## config.mk

```make
export PLATFORM = sky130hd
export DESIGN_NAME = lz_token_bitstream_encoder_top_flat
export DESIGN_NICKNAME = d
export VERILOG_FILES = /design/src/rtl/lzte_pkg.sv /design/src/rtl/lzte_if.sv /design/src/rtl/lz_token_bitstream_encoder_top.sv /design/src/rtl/lzte_dp.sv /design/src/rtl/lzte_ctrl.sv /design/src/flat_wrapper.sv
export SDC_FILE = /design/constraint.sdc
export NUM_CORES = 1
export LEC_CHECK = 0
export BUFFER_PORTS_ARGS = -buffer_cell sky130_fd_sc_hd__buf_2
export CORE_ASPECT_RATIO = 0.7
export CORE_UTILIZATION = 36
export CTS_BUF_LIST = sky130_fd_sc_hd__clkbuf_4
export CTS_CLUSTER_DIAMETER = 30
export DETAILED_ROUTE_END_ITERATION = 8
export GPL_TIMING_DRIVEN = 1
export PLACE_DENSITY = 0.63
export SYNTH_ARGS = -nofsm -noshare
export SYNTH_HDL_FRONTEND = slang
export SYNTH_SLANG_ARGS = --single-unit
export TNS_END_PERCENT = 5
```

## constraint.sdc

```tcl
create_clock -name clk -period 5.22 [get_ports clk]
set_input_delay 0.261 -clock clk [delete_from_list [all_inputs] [get_ports clk]]
set_output_delay 0.261 -clock clk [all_outputs]
set_load 0.02 [all_outputs]
```

## src/rtl/lzte_pkg.sv

```systemverilog
// shared constants, command and status types for the lz token bitstream encoder
package lzte_pkg;

  localparam int QUEUE_DEPTH = 16;
  localparam int QAW = $clog2(QUEUE_DEPTH);
  localparam int QCW = QAW + 1;
  localparam logic [QCW-1:0] QCNT_ONE  = 1;
  localparam logic [QCW-1:0] QCNT_FULL = QUEUE_DEPTH[QCW-1:0];

  localparam int CFG_IDX_W  = 1;
  localparam int CFG_DATA_W = 5;
  localparam logic [CFG_IDX_W-1:0] CFG_OFFSET_BITS   = 1'b0;
  localparam logic [CFG_IDX_W-1:0] CFG_GAMMA_VARIANT = 1'b1;

  localparam logic [4:0] OFFB_MIN   = 5'd8;
  localparam logic [4:0] OFFB_MAX   = 5'd16;
  localparam logic [4:0] OFFB_RESET = 5'd16;
  localparam logic [4:0] SH_LOAD_BASE = 5'd17;

  localparam logic [1:0] OP_LIT   = 2'd0;
  localparam logic [1:0] OP_MATCH = 2'd1;
  localparam logic [1:0] OP_END   = 2'd2;

  localparam logic [16:0] END_GAMMA   = 17'd255;
  localparam logic [4:0]  GAMMA_TOP   = 5'd16;
  localparam logic [3:0]  FLAG_FULL   = 4'd8;
  localparam logic [15:0] LONG_OFFSET = 16'd128;

  typedef enum logic [3:0] {
    CMD_NOP,
    CMD_LOAD,
    CMD_BIT,
    CMD_BYTE_LIT,
    CMD_BYTE_OFF,
    CMD_GLOAD,
    CMD_NORM,
    CMD_OLOAD,
    CMD_FLUSH,
    CMD_FINISH
  } cmd_op_t;

  typedef struct packed {
    cmd_op_t op;
    logic    bit_val;
    logic    shift;
  } dp_cmd_t;

  typedef struct packed {
    logic busy;
    logic started;
    logic is_end;
    logic long_off;
    logic variant;
    logic sh_top;
    logic norm_done;
    logic cnt_zero;
    logic cnt_one;
  } dp_stat_t;

endpackage

```

## src/rtl/lzte_if.sv

```systemverilog
// request channel interfaces: token input and byte output
interface lzte_tok_if;
  logic        valid;
  logic        ready;
  logic [1:0]  op;
  logic [7:0]  literal;
  logic [16:0] match_length;
  logic [15:0] match_offset;

  modport source (output valid, output op, output literal, output match_length,
                  output match_offset, input ready);
  modport sink (input valid, input op, input literal, input match_length,
                input match_offset, output ready);
endinterface

interface lzte_byte_if;
  logic       valid;
  logic       ready;
  logic [7:0] out_byte;
  logic       run_last;
  logic       stream_done;

  modport source (output valid, output out_byte, output run_last, output stream_done,
                  input ready);
  modport sink (input valid, input out_byte, input run_last, input stream_done,
                output ready);
endinterface

```

## src/rtl/lz_token_bitstream_encoder_top.sv

```systemverilog
// top level of the lz token bitstream encoder
//
//  channel   dir  handshake      payload
//  in_tok    in   valid/ready    op, literal, match_length, match_offset
//  out_ch    out  valid/ready    out_byte, run_last, stream_done
//  cfg_*     in   cfg_we         cfg_index (0 offset_bits, 1 gamma_variant), cfg_wdata
//
// one token at a time; in_tok.ready is high only while the sequencer is idle
// literal: a 0 flag bit (none for the first of a stream), then the literal byte
// match or end: a 1 flag bit, gamma load, normalise, gamma bits, stop bit; a match adds
// its offset byte, a long one offset_bits - 8 more bits; one bit per cycle unless busy
// a full flag byte drains the flag, then the queued bytes, one per cycle unless stalled
// output stalls hold the whole token; sync active-low reset, no clearing pass
module lz_token_bitstream_encoder_top (
  input  logic                            clk,
  input  logic                            rst_n,
  lzte_tok_if.sink                        in_tok,
  lzte_byte_if.source                     out_ch,
  input  logic                            cfg_we,
  input  logic [lzte_pkg::CFG_IDX_W-1:0]  cfg_index,
  input  logic [lzte_pkg::CFG_DATA_W-1:0] cfg_wdata
);

  lzte_pkg::dp_cmd_t  cmd;
  lzte_pkg::dp_stat_t stat;

  lzte_ctrl u_ctrl (
    .clk      (clk),
    .rst_n    (rst_n),
    .in_valid (in_tok.valid),
    .in_op    (in_tok.op),
    .in_ready (in_tok.ready),
    .st       (stat),
    .cmd      (cmd)
  );

  lzte_dp u_dp (
    .clk         (clk),
    .rst_n       (rst_n),
    .cfg_we      (cfg_we),
    .cfg_index   (cfg_index),
    .cfg_wdata   (cfg_wdata),
    .tok_op      (in_tok.op),
    .tok_literal (in_tok.literal),
    .tok_length  (in_tok.match_length),
    .tok_offset  (in_tok.match_offset),
    .cmd         (cmd),
    .stat        (stat),
    .out_valid   (out_ch.valid),
    .out_ready   (out_ch.ready),
    .out_byte    (out_ch.out_byte),
    .run_last    (out_ch.run_last),
    .stream_done (out_ch.stream_done)
  );

endmodule

```

## src/rtl/lzte_dp.sv

```systemverilog
// datapath: config, token latch, gamma/offset shifter, flag byte, byte queue, output stage
module lzte_dp (
  input  logic                                clk,
  input  logic                                rst_n,
  input  logic                                cfg_we,
  input  logic [lzte_pkg::CFG_IDX_W-1:0]      cfg_index,
  input  logic [lzte_pkg::CFG_DATA_W-1:0]     cfg_wdata,
  input  logic [1:0]                          tok_op,
  input  logic [7:0]                          tok_literal,
  input  logic [16:0]                         tok_length,
  input  logic [15:0]                         tok_offset,
  input  lzte_pkg::dp_cmd_t                   cmd,
  output lzte_pkg::dp_stat_t                  stat,
  output logic                                out_valid,
  input  logic                                out_ready,
  output logic [7:0]                          out_byte,
  output logic                                run_last,
  output logic                                stream_done
);

  // configuration
  logic [4:0] offb_r;
  logic       var_r;

  // token
  logic [1:0]  op_r;
  logic [7:0]  lit_r;
  logic [16:0] len_r;
  logic [15:0] o_r;
  logic        started_r, started_nxt;

  // flag byte and waiting queue
  logic [7:0]               flag_r, flag_nxt;
  logic [3:0]               used_r, used_nxt;
  logic [7:0]               queue_mem [lzte_pkg::QUEUE_DEPTH];
  logic [lzte_pkg::QCW-1:0] cnt_q_r, cnt_q_nxt;
  logic [lzte_pkg::QCW-1:0] dr_ptr_r, dr_ptr_nxt;
  logic                     dr_sent_r, dr_sent_nxt;
  logic [7:0]               rd_q_r;

  // shared shifter for gamma and offset bits
  logic [16:0] sh_r, sh_nxt;
  logic [4:0]  gcnt_r, gcnt_nxt;

  // held byte and output register
  logic [7:0] hold_r, hold_nxt;
  logic       hold_v_r, hold_v_nxt;
  logic [7:0] ob_r, ob_nxt;
  logic       ov_r, ov_nxt;
  logic       olast_r, olast_nxt;
  logic       odone_r, odone_nxt;

  logic        out_free, stall, draining, busy, go, drain_adv;
  logic        byte_cmd, q_push, rel_v, long_off, norm_done;
  logic [7:0]  rel_b, byte_val, off_byte;
  logic [16:0] u_val, u_min1, gval;
  logic [15:0] d_val;
  logic [4:0]  obc, oshift;

  assign out_free  = !ov_r || out_ready;
  assign stall     = hold_v_r && !out_free;
  assign draining  = (used_r == lzte_pkg::FLAG_FULL);
  assign busy      = draining || stall;
  assign go        = !busy;
  assign drain_adv = draining && !stall;

  assign long_off  = |o_r[15:7];
  assign off_byte  = long_off ? {1'b1, o_r[6:0]} : o_r[7:0];
  assign byte_cmd  = (cmd.op == lzte_pkg::CMD_BYTE_LIT) || (cmd.op == lzte_pkg::CMD_BYTE_OFF);
  assign byte_val  = (cmd.op == lzte_pkg::CMD_BYTE_LIT) ? lit_r : off_byte;
  assign q_push    = go && byte_cmd && (used_r != 4'd0) && (cnt_q_r < lzte_pkg::QCNT_FULL);
  assign norm_done = sh_r[16] || (gcnt_r == 5'd0);

  // gamma value: bijective form is coded as (max(v,1)-1)+2 with its top bit dropped
  always_comb begin
    if (op_r == lzte_pkg::OP_END) u_val = lzte_pkg::END_GAMMA;
    else if (len_r == 17'd0) u_val = 17'd0;
    else u_val = len_r - 17'd1;
    u_min1 = (u_val == 17'd0) ? 17'd1 : u_val;
    gval   = var_r ? u_min1 + 17'd1 : u_val;
  end

  always_comb begin
    if (offb_r < lzte_pkg::OFFB_MIN) obc = lzte_pkg::OFFB_MIN;
    else if (offb_r > lzte_pkg::OFFB_MAX) obc = lzte_pkg::OFFB_MAX;
    else obc = offb_r;
    oshift = lzte_pkg::SH_LOAD_BASE - obc;
    d_val  = o_r - lzte_pkg::LONG_OFFSET;
  end

  // byte release: drain has priority, controller steps are held off while draining
  always_comb begin
    rel_v = 1'b0;
    rel_b = byte_val;
    if (drain_adv && !dr_sent_r) begin
      rel_v = 1'b1;
      rel_b = flag_r;
    end else if (drain_adv && (dr_ptr_r < cnt_q_r)) begin
      rel_v = 1'b1;
      rel_b = rd_q_r;
    end else if (go && byte_cmd && (used_r == 4'd0)) begin
      rel_v = 1'b1;
    end
  end

  // the newest released byte is held back until we know whether it ends the token
  always_comb begin
    ov_nxt     = ov_r && !out_ready;
    ob_nxt     = ob_r;
    olast_nxt  = olast_r;
    odone_nxt  = odone_r;
    hold_nxt   = hold_r;
    hold_v_nxt = hold_v_r;
    if (rel_v) begin
      if (hold_v_r) begin
        ov_nxt    = 1'b1;
        ob_nxt    = hold_r;
        olast_nxt = 1'b0;
        odone_nxt = 1'b0;
      end
      hold_nxt   = rel_b;
      hold_v_nxt = 1'b1;
    end else if (go && (cmd.op == lzte_pkg::CMD_FINISH) && hold_v_r) begin
      ov_nxt     = 1'b1;
      ob_nxt     = hold_r;
      olast_nxt  = 1'b1;
      odone_nxt  = (op_r == lzte_pkg::OP_END);
      hold_v_nxt = 1'b0;
    end
  end

  always_comb begin
    flag_nxt    = flag_r;
    used_nxt    = used_r;
    cnt_q_nxt   = cnt_q_r;
    dr_sent_nxt = dr_sent_r;
    dr_ptr_nxt  = dr_ptr_r;
    started_nxt = started_r;
    if (drain_adv) begin
      if (!dr_sent_r) begin
        dr_sent_nxt = 1'b1;
      end else if (dr_ptr_r < cnt_q_r) begin
        dr_ptr_nxt = dr_ptr_r + lzte_pkg::QCNT_ONE;
      end else begin
        used_nxt    = 4'd0;
        flag_nxt    = 8'd0;
        cnt_q_nxt   = '0;
        dr_sent_nxt = 1'b0;
        dr_ptr_nxt  = '0;
      end
    end else if (go) begin
      if (cmd.op == lzte_pkg::CMD_BIT) begin
        if (cmd.bit_val) flag_nxt = flag_r | (8'h80 >> used_r);
        used_nxt = used_r + 4'd1;
      end
      if (q_push) cnt_q_nxt = cnt_q_r + lzte_pkg::QCNT_ONE;
      if ((cmd.op == lzte_pkg::CMD_FLUSH) && (used_r != 4'd0)) used_nxt = lzte_pkg::FLAG_FULL;
      if (cmd.op == lzte_pkg::CMD_FINISH) started_nxt = (op_r != lzte_pkg::OP_END);
    end
  end

  always_comb begin
    sh_nxt   = sh_r;
    gcnt_nxt = gcnt_r;
    if (go) begin
      unique case (cmd.op)
        lzte_pkg::CMD_GLOAD: begin
          sh_nxt   = gval;
          gcnt_nxt = lzte_pkg::GAMMA_TOP;
        end
        lzte_pkg::CMD_NORM: begin
          if (!norm_done) begin
            sh_nxt   = {sh_r[15:0], 1'b0};
            gcnt_nxt = gcnt_r - 5'd1;
          end
        end
        lzte_pkg::CMD_BIT: begin
          if (cmd.shift) begin
            sh_nxt   = {sh_r[15:0], 1'b0};
            gcnt_nxt = gcnt_r - 5'd1;
          end
        end
        lzte_pkg::CMD_OLOAD: begin
          // top coded offset bit lands at bit 15
          sh_nxt   = {1'b0, d_val} << oshift;
          gcnt_nxt = obc - lzte_pkg::OFFB_MIN;
        end
        default: begin
          sh_nxt   = sh_r;
          gcnt_nxt = gcnt_r;
        end
      endcase
    end
  end

  always_ff @(posedge clk) begin
    if (!rst_n) begin
      offb_r    <= lzte_pkg::OFFB_RESET;
      var_r     <= 1'b0;
      started_r <= 1'b0;
      flag_r    <= 8'd0;
      used_r    <= 4'd0;
      cnt_q_r   <= '0;
      dr_sent_r <= 1'b0;
      dr_ptr_r  <= '0;
      hold_v_r  <= 1'b0;
      ov_r      <= 1'b0;
    end else begin
      if (cfg_we && (cfg_index == lzte_pkg::CFG_OFFSET_BITS)) offb_r <= cfg_wdata;
      if (cfg_we && (cfg_index == lzte_pkg::CFG_GAMMA_VARIANT)) var_r <= cfg_wdata[0];
      started_r <= started_nxt;
      flag_r    <= flag_nxt;
      used_r    <= used_nxt;
      cnt_q_r   <= cnt_q_nxt;
      dr_sent_r <= dr_sent_nxt;
      dr_ptr_r  <= dr_ptr_nxt;
      hold_v_r  <= hold_v_nxt;
      ov_r      <= ov_nxt;
    end
  end

  always_ff @(posedge clk) begin
    if (go && (cmd.op == lzte_pkg::CMD_LOAD)) begin
      op_r  <= tok_op;
      lit_r <= tok_literal;
      len_r <= tok_length;
      o_r   <= tok_offset - 16'd1;
    end
    sh_r    <= sh_nxt;
    gcnt_r  <= gcnt_nxt;
    hold_r  <= hold_nxt;
    ob_r    <= ob_nxt;
    olast_r <= olast_nxt;
    odone_r <= odone_nxt;
  end

  // waiting byte queue
  always_ff @(posedge clk) begin
    if (q_push) queue_mem[cnt_q_r[lzte_pkg::QAW-1:0]] <= byte_val;
    rd_q_r <= queue_mem[dr_ptr_nxt[lzte_pkg::QAW-1:0]];
  end

  assign stat.busy      = busy;
  assign stat.started   = started_r;
  assign stat.is_end    = (op_r == lzte_pkg::OP_END);
  assign stat.long_off  = long_off;
  assign stat.variant   = var_r;
  assign stat.sh_top    = sh_r[15];
  assign stat.norm_done = norm_done;
  assign stat.cnt_zero  = (gcnt_r == 5'd0);
  assign stat.cnt_one   = (gcnt_r == 5'd1);

  assign out_valid   = ov_r;
  assign out_byte    = ob_r;
  assign run_last    = olast_r;
  assign stream_done = odone_r;

  a_used_range: assert property (@(posedge clk) disable iff (!rst_n)
    used_r <= lzte_pkg::FLAG_FULL)
    else $error("flag bit count out of range");

  a_queue_range: assert property (@(posedge clk) disable iff (!rst_n)
    cnt_q_r <= lzte_pkg::QCNT_FULL)
    else $error("waiting queue overfilled");

  a_queue_needs_flag: assert property (@(posedge clk) disable iff (!rst_n)
    (cnt_q_r != '0) |-> (used_r != 4'd0))
    else $error("bytes waiting with no flag byte open");

  a_finish_empties_hold: assert property (@(posedge clk) disable iff (!rst_n)
    (go && (cmd.op == lzte_pkg::CMD_FINISH)) |=> !hold_v_r)
    else $error("held byte left behind at end of token");

endmodule

```

## src/rtl/lzte_ctrl.sv

```systemverilog
// controller: per-token sequencer issuing bit, byte, gamma and offset commands
module lzte_ctrl (
  input  logic               clk,
  input  logic               rst_n,
  input  logic               in_valid,
  input  logic [1:0]         in_op,
  output logic               in_ready,
  input  lzte_pkg::dp_stat_t st,
  output lzte_pkg::dp_cmd_t  cmd
);

  typedef enum logic [14:0] {
    S_IDLE    = 15'h0001,
    S_LITBIT  = 15'h0002,
    S_LITBYTE = 15'h0004,
    S_MFLAG   = 15'h0008,
    S_GLOAD   = 15'h0010,
    S_NORM    = 15'h0020,
    S_GFIRST  = 15'h0040,
    S_GZERO   = 15'h0080,
    S_GBIT    = 15'h0100,
    S_GSTOP   = 15'h0200,
    S_OFFBYTE = 15'h0400,
    S_OLOAD   = 15'h0800,
    S_OBIT    = 15'h1000,
    S_FLUSH   = 15'h2000,
    S_FINISH  = 15'h4000
  } ctrl_state_t;

  ctrl_state_t state_r, state_nxt;

  assign in_ready = (state_r == S_IDLE);

  always_comb begin
    state_nxt   = state_r;
    cmd.op      = lzte_pkg::CMD_NOP;
    cmd.bit_val = 1'b0;
    cmd.shift   = 1'b0;
    unique case (state_r)
      S_IDLE: begin
        if (in_valid) begin
          cmd.op = lzte_pkg::CMD_LOAD;
          priority if (in_op == lzte_pkg::OP_LIT) begin
            state_nxt = st.started ? S_LITBIT : S_LITBYTE;
          end else if ((in_op == lzte_pkg::OP_MATCH) || (in_op == lzte_pkg::OP_END)) begin
            state_nxt = S_MFLAG;
          end else begin
            state_nxt = S_IDLE;
          end
        end
      end
      S_LITBIT: begin
        cmd.op    = lzte_pkg::CMD_BIT;
        state_nxt = S_LITBYTE;
      end
      S_LITBYTE: begin
        cmd.op    = lzte_pkg::CMD_BYTE_LIT;
        state_nxt = S_FINISH;
      end
      S_MFLAG: begin
        cmd.op      = lzte_pkg::CMD_BIT;
        cmd.bit_val = 1'b1;
        state_nxt   = S_GLOAD;
      end
      S_GLOAD: begin
        cmd.op    = lzte_pkg::CMD_GLOAD;
        state_nxt = S_NORM;
      end
      S_NORM: begin
        // shift left until the leading one reaches the top or the count runs out
        cmd.op = lzte_pkg::CMD_NORM;
        if (st.norm_done) begin
          if (st.variant) state_nxt = S_GFIRST;
          else state_nxt = st.cnt_zero ? S_GSTOP : S_GZERO;
        end
      end
      S_GFIRST: begin
        cmd.op      = lzte_pkg::CMD_BIT;
        cmd.bit_val = st.sh_top;
        cmd.shift   = 1'b1;
        state_nxt   = st.cnt_one ? S_GSTOP : S_GZERO;
      end
      S_GZERO: begin
        cmd.op    = lzte_pkg::CMD_BIT;
        state_nxt = S_GBIT;
      end
      S_GBIT: begin
        cmd.op      = lzte_pkg::CMD_BIT;
        cmd.bit_val = st.sh_top;
        cmd.shift   = 1'b1;
        state_nxt   = st.cnt_one ? S_GSTOP : S_GZERO;
      end
      S_GSTOP: begin
        cmd.op      = lzte_pkg::CMD_BIT;
        cmd.bit_val = 1'b1;
        state_nxt   = st.is_end ? S_FLUSH : S_OFFBYTE;
      end
      S_OFFBYTE: begin
        cmd.op    = lzte_pkg::CMD_BYTE_OFF;
        state_nxt = st.long_off ? S_OLOAD : S_FINISH;
      end
      S_OLOAD: begin
        cmd.op    = lzte_pkg::CMD_OLOAD;
        state_nxt = S_OBIT;
      end
      S_OBIT: begin
        if (st.cnt_zero) begin
          state_nxt = S_FINISH;
        end else begin
          cmd.op      = lzte_pkg::CMD_BIT;
          cmd.bit_val = st.sh_top;
          cmd.shift   = 1'b1;
        end
      end
      S_FLUSH: begin
        cmd.op    = lzte_pkg::CMD_FLUSH;
        state_nxt = S_FINISH;
      end
      S_FINISH: begin
        cmd.op    = lzte_pkg::CMD_FINISH;
        state_nxt = S_IDLE;
      end
      default: begin
        state_nxt = S_IDLE;
      end
    endcase
    // datapath ignores commands while busy, so hold the step
    if (st.busy) state_nxt = state_r;
  end

  always_ff @(posedge clk) begin
    if (!rst_n) begin
      state_r <= S_IDLE;
    end else begin
      state_r <= state_nxt;
    end
  end

  a_idle_not_busy: assert property (@(posedge clk) disable iff (!rst_n)
    (state_r == S_IDLE) |-> !st.busy)
    else $error("datapath busy while waiting for a token");

  a_busy_holds_step: assert property (@(posedge clk) disable iff (!rst_n)
    st.busy |=> $stable(state_r))
    else $error("sequencer advanced while datapath busy");

endmodule
```

## src/flat_wrapper.sv

```systemverilog
// flat-port wrapper written by rule: the top's interface ports become plain ports
module lz_token_bitstream_encoder_top_flat 
  (clk, rst_n, cfg_we, cfg_index, cfg_wdata, in_tok_valid, in_tok_op, in_tok_literal, in_tok_match_length, in_tok_match_offset, in_tok_ready, out_ch_valid, out_ch_out_byte, out_ch_run_last, out_ch_stream_done, out_ch_ready);
  lzte_tok_if in_tok_i ();
  lzte_byte_if out_ch_i ();
  input  logic clk;
  input  logic rst_n;
  input  logic cfg_we;
  input  logic [lzte_pkg::CFG_IDX_W-1:0] cfg_index;
  input  logic [lzte_pkg::CFG_DATA_W-1:0] cfg_wdata;
  input wire logic [$bits(in_tok_i.valid)-1:0] in_tok_valid;
  input wire logic [$bits(in_tok_i.op)-1:0] in_tok_op;
  input wire logic [$bits(in_tok_i.literal)-1:0] in_tok_literal;
  input wire logic [$bits(in_tok_i.match_length)-1:0] in_tok_match_length;
  input wire logic [$bits(in_tok_i.match_offset)-1:0] in_tok_match_offset;
  output wire logic [$bits(in_tok_i.ready)-1:0] in_tok_ready;
  output wire logic [$bits(out_ch_i.valid)-1:0] out_ch_valid;
  output wire logic [$bits(out_ch_i.out_byte)-1:0] out_ch_out_byte;
  output wire logic [$bits(out_ch_i.run_last)-1:0] out_ch_run_last;
  output wire logic [$bits(out_ch_i.stream_done)-1:0] out_ch_stream_done;
  input wire logic [$bits(out_ch_i.ready)-1:0] out_ch_ready;
  assign in_tok_i.valid = in_tok_valid;
  assign in_tok_i.op = in_tok_op;
  assign in_tok_i.literal = in_tok_literal;
  assign in_tok_i.match_length = in_tok_match_length;
  assign in_tok_i.match_offset = in_tok_match_offset;
  assign in_tok_ready = in_tok_i.ready;
  assign out_ch_valid = out_ch_i.valid;
  assign out_ch_out_byte = out_ch_i.out_byte;
  assign out_ch_run_last = out_ch_i.run_last;
  assign out_ch_stream_done = out_ch_i.stream_done;
  assign out_ch_i.ready = out_ch_ready;
  lz_token_bitstream_encoder_top u_core (.clk(clk), .rst_n(rst_n), .in_tok(in_tok_i), .out_ch(out_ch_i), .cfg_we(cfg_we), .cfg_index(cfg_index), .cfg_wdata(cfg_wdata));
endmodule
```

==> results_dict.tcl <==
set metrics [dict create \
    drc 0 \
    cp_max_fo 23 \
    synth_edf_count 211 \
    vdd_drop_max_mv 0.1114 \
    startpoint_type "flip-flop" \
    dieArea_sq_um 38680 \
    report.final.slew_viol_count 0 \
    start_util_pct 36.66 \
    cp.required_ps 5870 \
    skew_ps 64.48 \
    synth_xor_area_share_pct 3.403 \
    setup_viol 0 \
    avgRoutedWirePerCell_microns 18.18 \
    critPathSlowestCell "a21boi_1" \
    yosys.area_share.simple_pct 18.53 \
    clock-root-buffer "clkbuf_4" \
    pin_count 66 \
    outcome "finished clean" \
    slowest_delay_ps 830 \
    power_density_nw_per_um2 305.4 \
    seqPwrFrac_pct 50.1 \
    place_congestion 0.8636 \
    ant_nets 0 \
    fin_nets 1501 \
    grt_max_degree 62 \
    syn_inst 1255 \
    layout_common_cells "211 x edfxtp_1, 157 x nand2_1, 109 x clkbuf_4, 93 x nor2_1, 68 x dlygate4sd3_1" \
    die_x_microns 234.6 \
    fmax_mhz 216.5 \
    hold_path_class "input pin to flip-flop" \
    routed_wl_mm 35.72 \
    p_int_mw 3.621 \
    finalCoreUtilization_pct 43.32 \
    core_area_sq_um 37210 \
    syn_to_final_growth_pct 18.16 \
    ctsResizeCount 0 \
    combPwrFrac_pct 11.8 \
    critical_path_class "flip-flop to flip-flop" \
    ys_ff_latch 266 \
    dr.pass1.iters 5 \
    globalRouteOverflowTotal 0 \
    p_clk_share_pct 38.1 \
    leakage_nw 5.740 \
    endpoint_kind "flip-flop" \
    synth.distinct_cells 88 \
    tightestPinTransition_ps 1009 \
    p_sw_mw 1.302 \
    routed_via_density 5.434 \
    clock_latency_ps 760 \
    crit_arrival_ps 5270 \
    htree_levels 3 \
    synthAdderAreaFrac_pct 2.202 \
    portBuffers 65 \
    crit_path_cell_trace "inv_1 > ha_1 > nor4b_1 > nand4bb_1 > o2bb2ai_1 > a211o_1 > a2111oi_0 > nand3_1 > a21boi_1 > o21a_1 > dlygate4sd3_1" \
    antenna_found_initial 1 \
    fillers 3601 \
    synth_top_family_by_area "simple AND/OR/NAND/NOR gates" \
    layout_commonest_cell "edfxtp_1" \
    maxCapViolations 0 \
    grt_pass1_wl_mm 55.78 \
    synth_compound_area_share_pct 12.78 \
    synth_area_sq_um 13640 \
    yosys_warnings 0 \
    hold_viol 0 \
    cts.path.max_buffers 3 \
    tritoncts "built" \
    ys.flop_type "edfxtp_1" \
    finalCritPeriodShare_pct 88.49 \
    syn_nets 1333 \
    clk_pin_slew_ps 60 \
    avgSynthCellArea_sq_um 10.87 \
    gr-usage-all-layers_pct 18.58 \
    synthMuxAreaShare_pct 5.577 \
    die_h_microns 164.9 \
    tns_ps 0 \
    drive_above_1_share_pct 16.95 \
    dr_total_vias 10670 \
    grt_setup_unrepaired "false" \
    fin_crit_ps 4619 \
    sw_frac_of_total_pct 26.45 \
    dp_hpwl_mm 24.71 \
    ys_async_sr_fraction_pct 0 \
    slew_headroom_pct 32.25 \
    ys_seq_area_share_pct 54.53 \
    cts_sinks 266 \
    rows 59 \
    drtIter0Drc 939 \
    cts_buffers 73 \
    grt_pass1_vias 9935 \
]
-- layout make-up --
type | instances | area (sq um) | area share, %
multi-input combinational | 890 | 5802 | 36.00
inverter | 34 | 127.6 | 0.7919
clock inverter | 18 | 112.6 | 0.6987
tap | 488 | 610.6 | 3.789
timing repair buffer | 158 | 1206 | 7.484
clock buffer | 109 | 818.3 | 5.077
antenna | 1 | 2.502 | 0.01553
sequential | 266 | 7437 | 46.15
-- through the flow --
| step | setup slack [ps] | power (mW) | std cells | hold slack [ps] | area [sq um] |
|---|---|---|---|---|---|
| finish | 600.8 | 4.923 | 1964 | 175.4 | 16120 |
| global route | 235.8 | 5.157 | 1964 | 150.5 | 16120 |
| floorplan | 1247 | 2.858 | 1255 | 359.9 | 13640 |
| detailed placement | 1043 | 3.043 | 1768 | 404.5 | 14500 |
| global placement | 1249 | 3.041 | 1768 | 406.8 | 14500 |
| CTS | 651.8 | 4.972 | 1963 | 97.18 | 16110 |
-- worst paths after layout --
| path | from | end | slack, ps | cells after the start |
|---|---|---|---|---|
| setup / recovery | u_core.u_dp.gcnt_r[0] | u_core.u_dp.out_valid | 600 | 11 |
| hold / removal | cfg_we | u_core.u_dp.offb_r[0] | 180 | 4 |
| setup reg to reg | u_core.u_dp.gcnt_r[0] | u_core.u_dp.out_valid | 600 | 11 |
| hold reg to reg | u_core.u_dp.hold_r[7] | u_core.u_dp.out_byte[7] | 420 | 0 |
-- per-layer routing --
metal  global-route usage (%)  wire, microns
met4                    5.502            505
met1                    27.88          17940
met3                    5.265           3020
met2                    25.49          14240
met5                        0              0
-- critical path: cells and delay by family (launching register included) --
kind	cells	cell delay, ps
and+or+nand+nor	3	1060
buffers and inverters	2	610
DFF	1	440
adders and majority gates	1	210
AOI/OAI and AO/OA	5	2250
-- repair_timing --
action / CTS / global route
hold endpoints to repair: 56 / 0
hold buffers: 68 / 0
buffers inserted: 0 / 0
endpoints found under the setup margin: 0 / 0
-- state kept, by name, summed over array words and instances, names as in the netlist, 8 cells and up --
register / flops
u_core.u_ctrl.state_r: 15
u_core.u_dp.flag_r: 8
u_core.u_dp.hold_r: 8
u_core.u_dp.len_r: 17
u_core.u_dp.lit_r: 8
u_core.u_dp.o_r: 16
u_core.u_dp.out_byte: 8
u_core.u_dp.queue_mem: 128
u_core.u_dp.rd_q_r: 8
u_core.u_dp.sh_r: 17
-- kinds of logic (layout without fill, tap and decap cells) --
logic type,Yosys count,in the layout
adder cells (fa/ha/maj),24,24
XOR/XNOR,53,53
AND/OR/NAND/NOR,498,498
AO/OA/AOI/OAI,242,242
flip-flops,266,266
other,0,1
multiplexers,73,73
buffers and inverters,99,319
-- Yosys cell counts (6+ instances only) --
master,count,share of area [%]
nor2b_1,24,1.1
o211ai_1,6,0.33
mux2i_1,61,4.5
mux2_2,10,0.83
nor3b_1,6,0.33
a21boi_0,12,0.66
o31ai_1,6,0.33
dfxtp_1,55,8.1
nand2b_1,6,0.28
nand3b_1,7,0.39
xnor2_1,25,1.6
nor4_1,16,0.73
xor2_1,28,1.8
a211oi_1,9,0.50
nand4_1,19,0.87
a221o_1,9,0.66
nand2_1,157,4.3
a21oi_1,51,1.9
nand3_1,63,2.3
inv_1,32,0.88
o221ai_1,7,0.45
nor4b_1,6,0.39
ha_1,24,2.2
and2_1,12,0.55
clkbuf_1,50,1.4
nor3_1,36,1.3
o21ai_0,35,1.3
o22ai_1,9,0.41
buf_2,7,0.26
or2_2,7,0.32
edfxtp_1,211,46
a31oi_1,10,0.46
a22oi_1,8,0.44
a32oi_1,11,0.71
o21ai_1,13,0.48
and3_1,6,0.28
or3_1,13,0.60
nor2_1,93,2.6
-- power groups by stage --
stage	sequential, mW	combinational, mW	clock, mW
after CTS	2.47	0.575	1.93
after floorplan	2.47	0.390	0
after global routing	2.47	0.638	2.04
after detailed placement	2.51	0.533	0
final	2.47	0.581	1.87
after global placement	2.51	0.533	0
No activity file was read; power rests on OpenSTA's default activity.
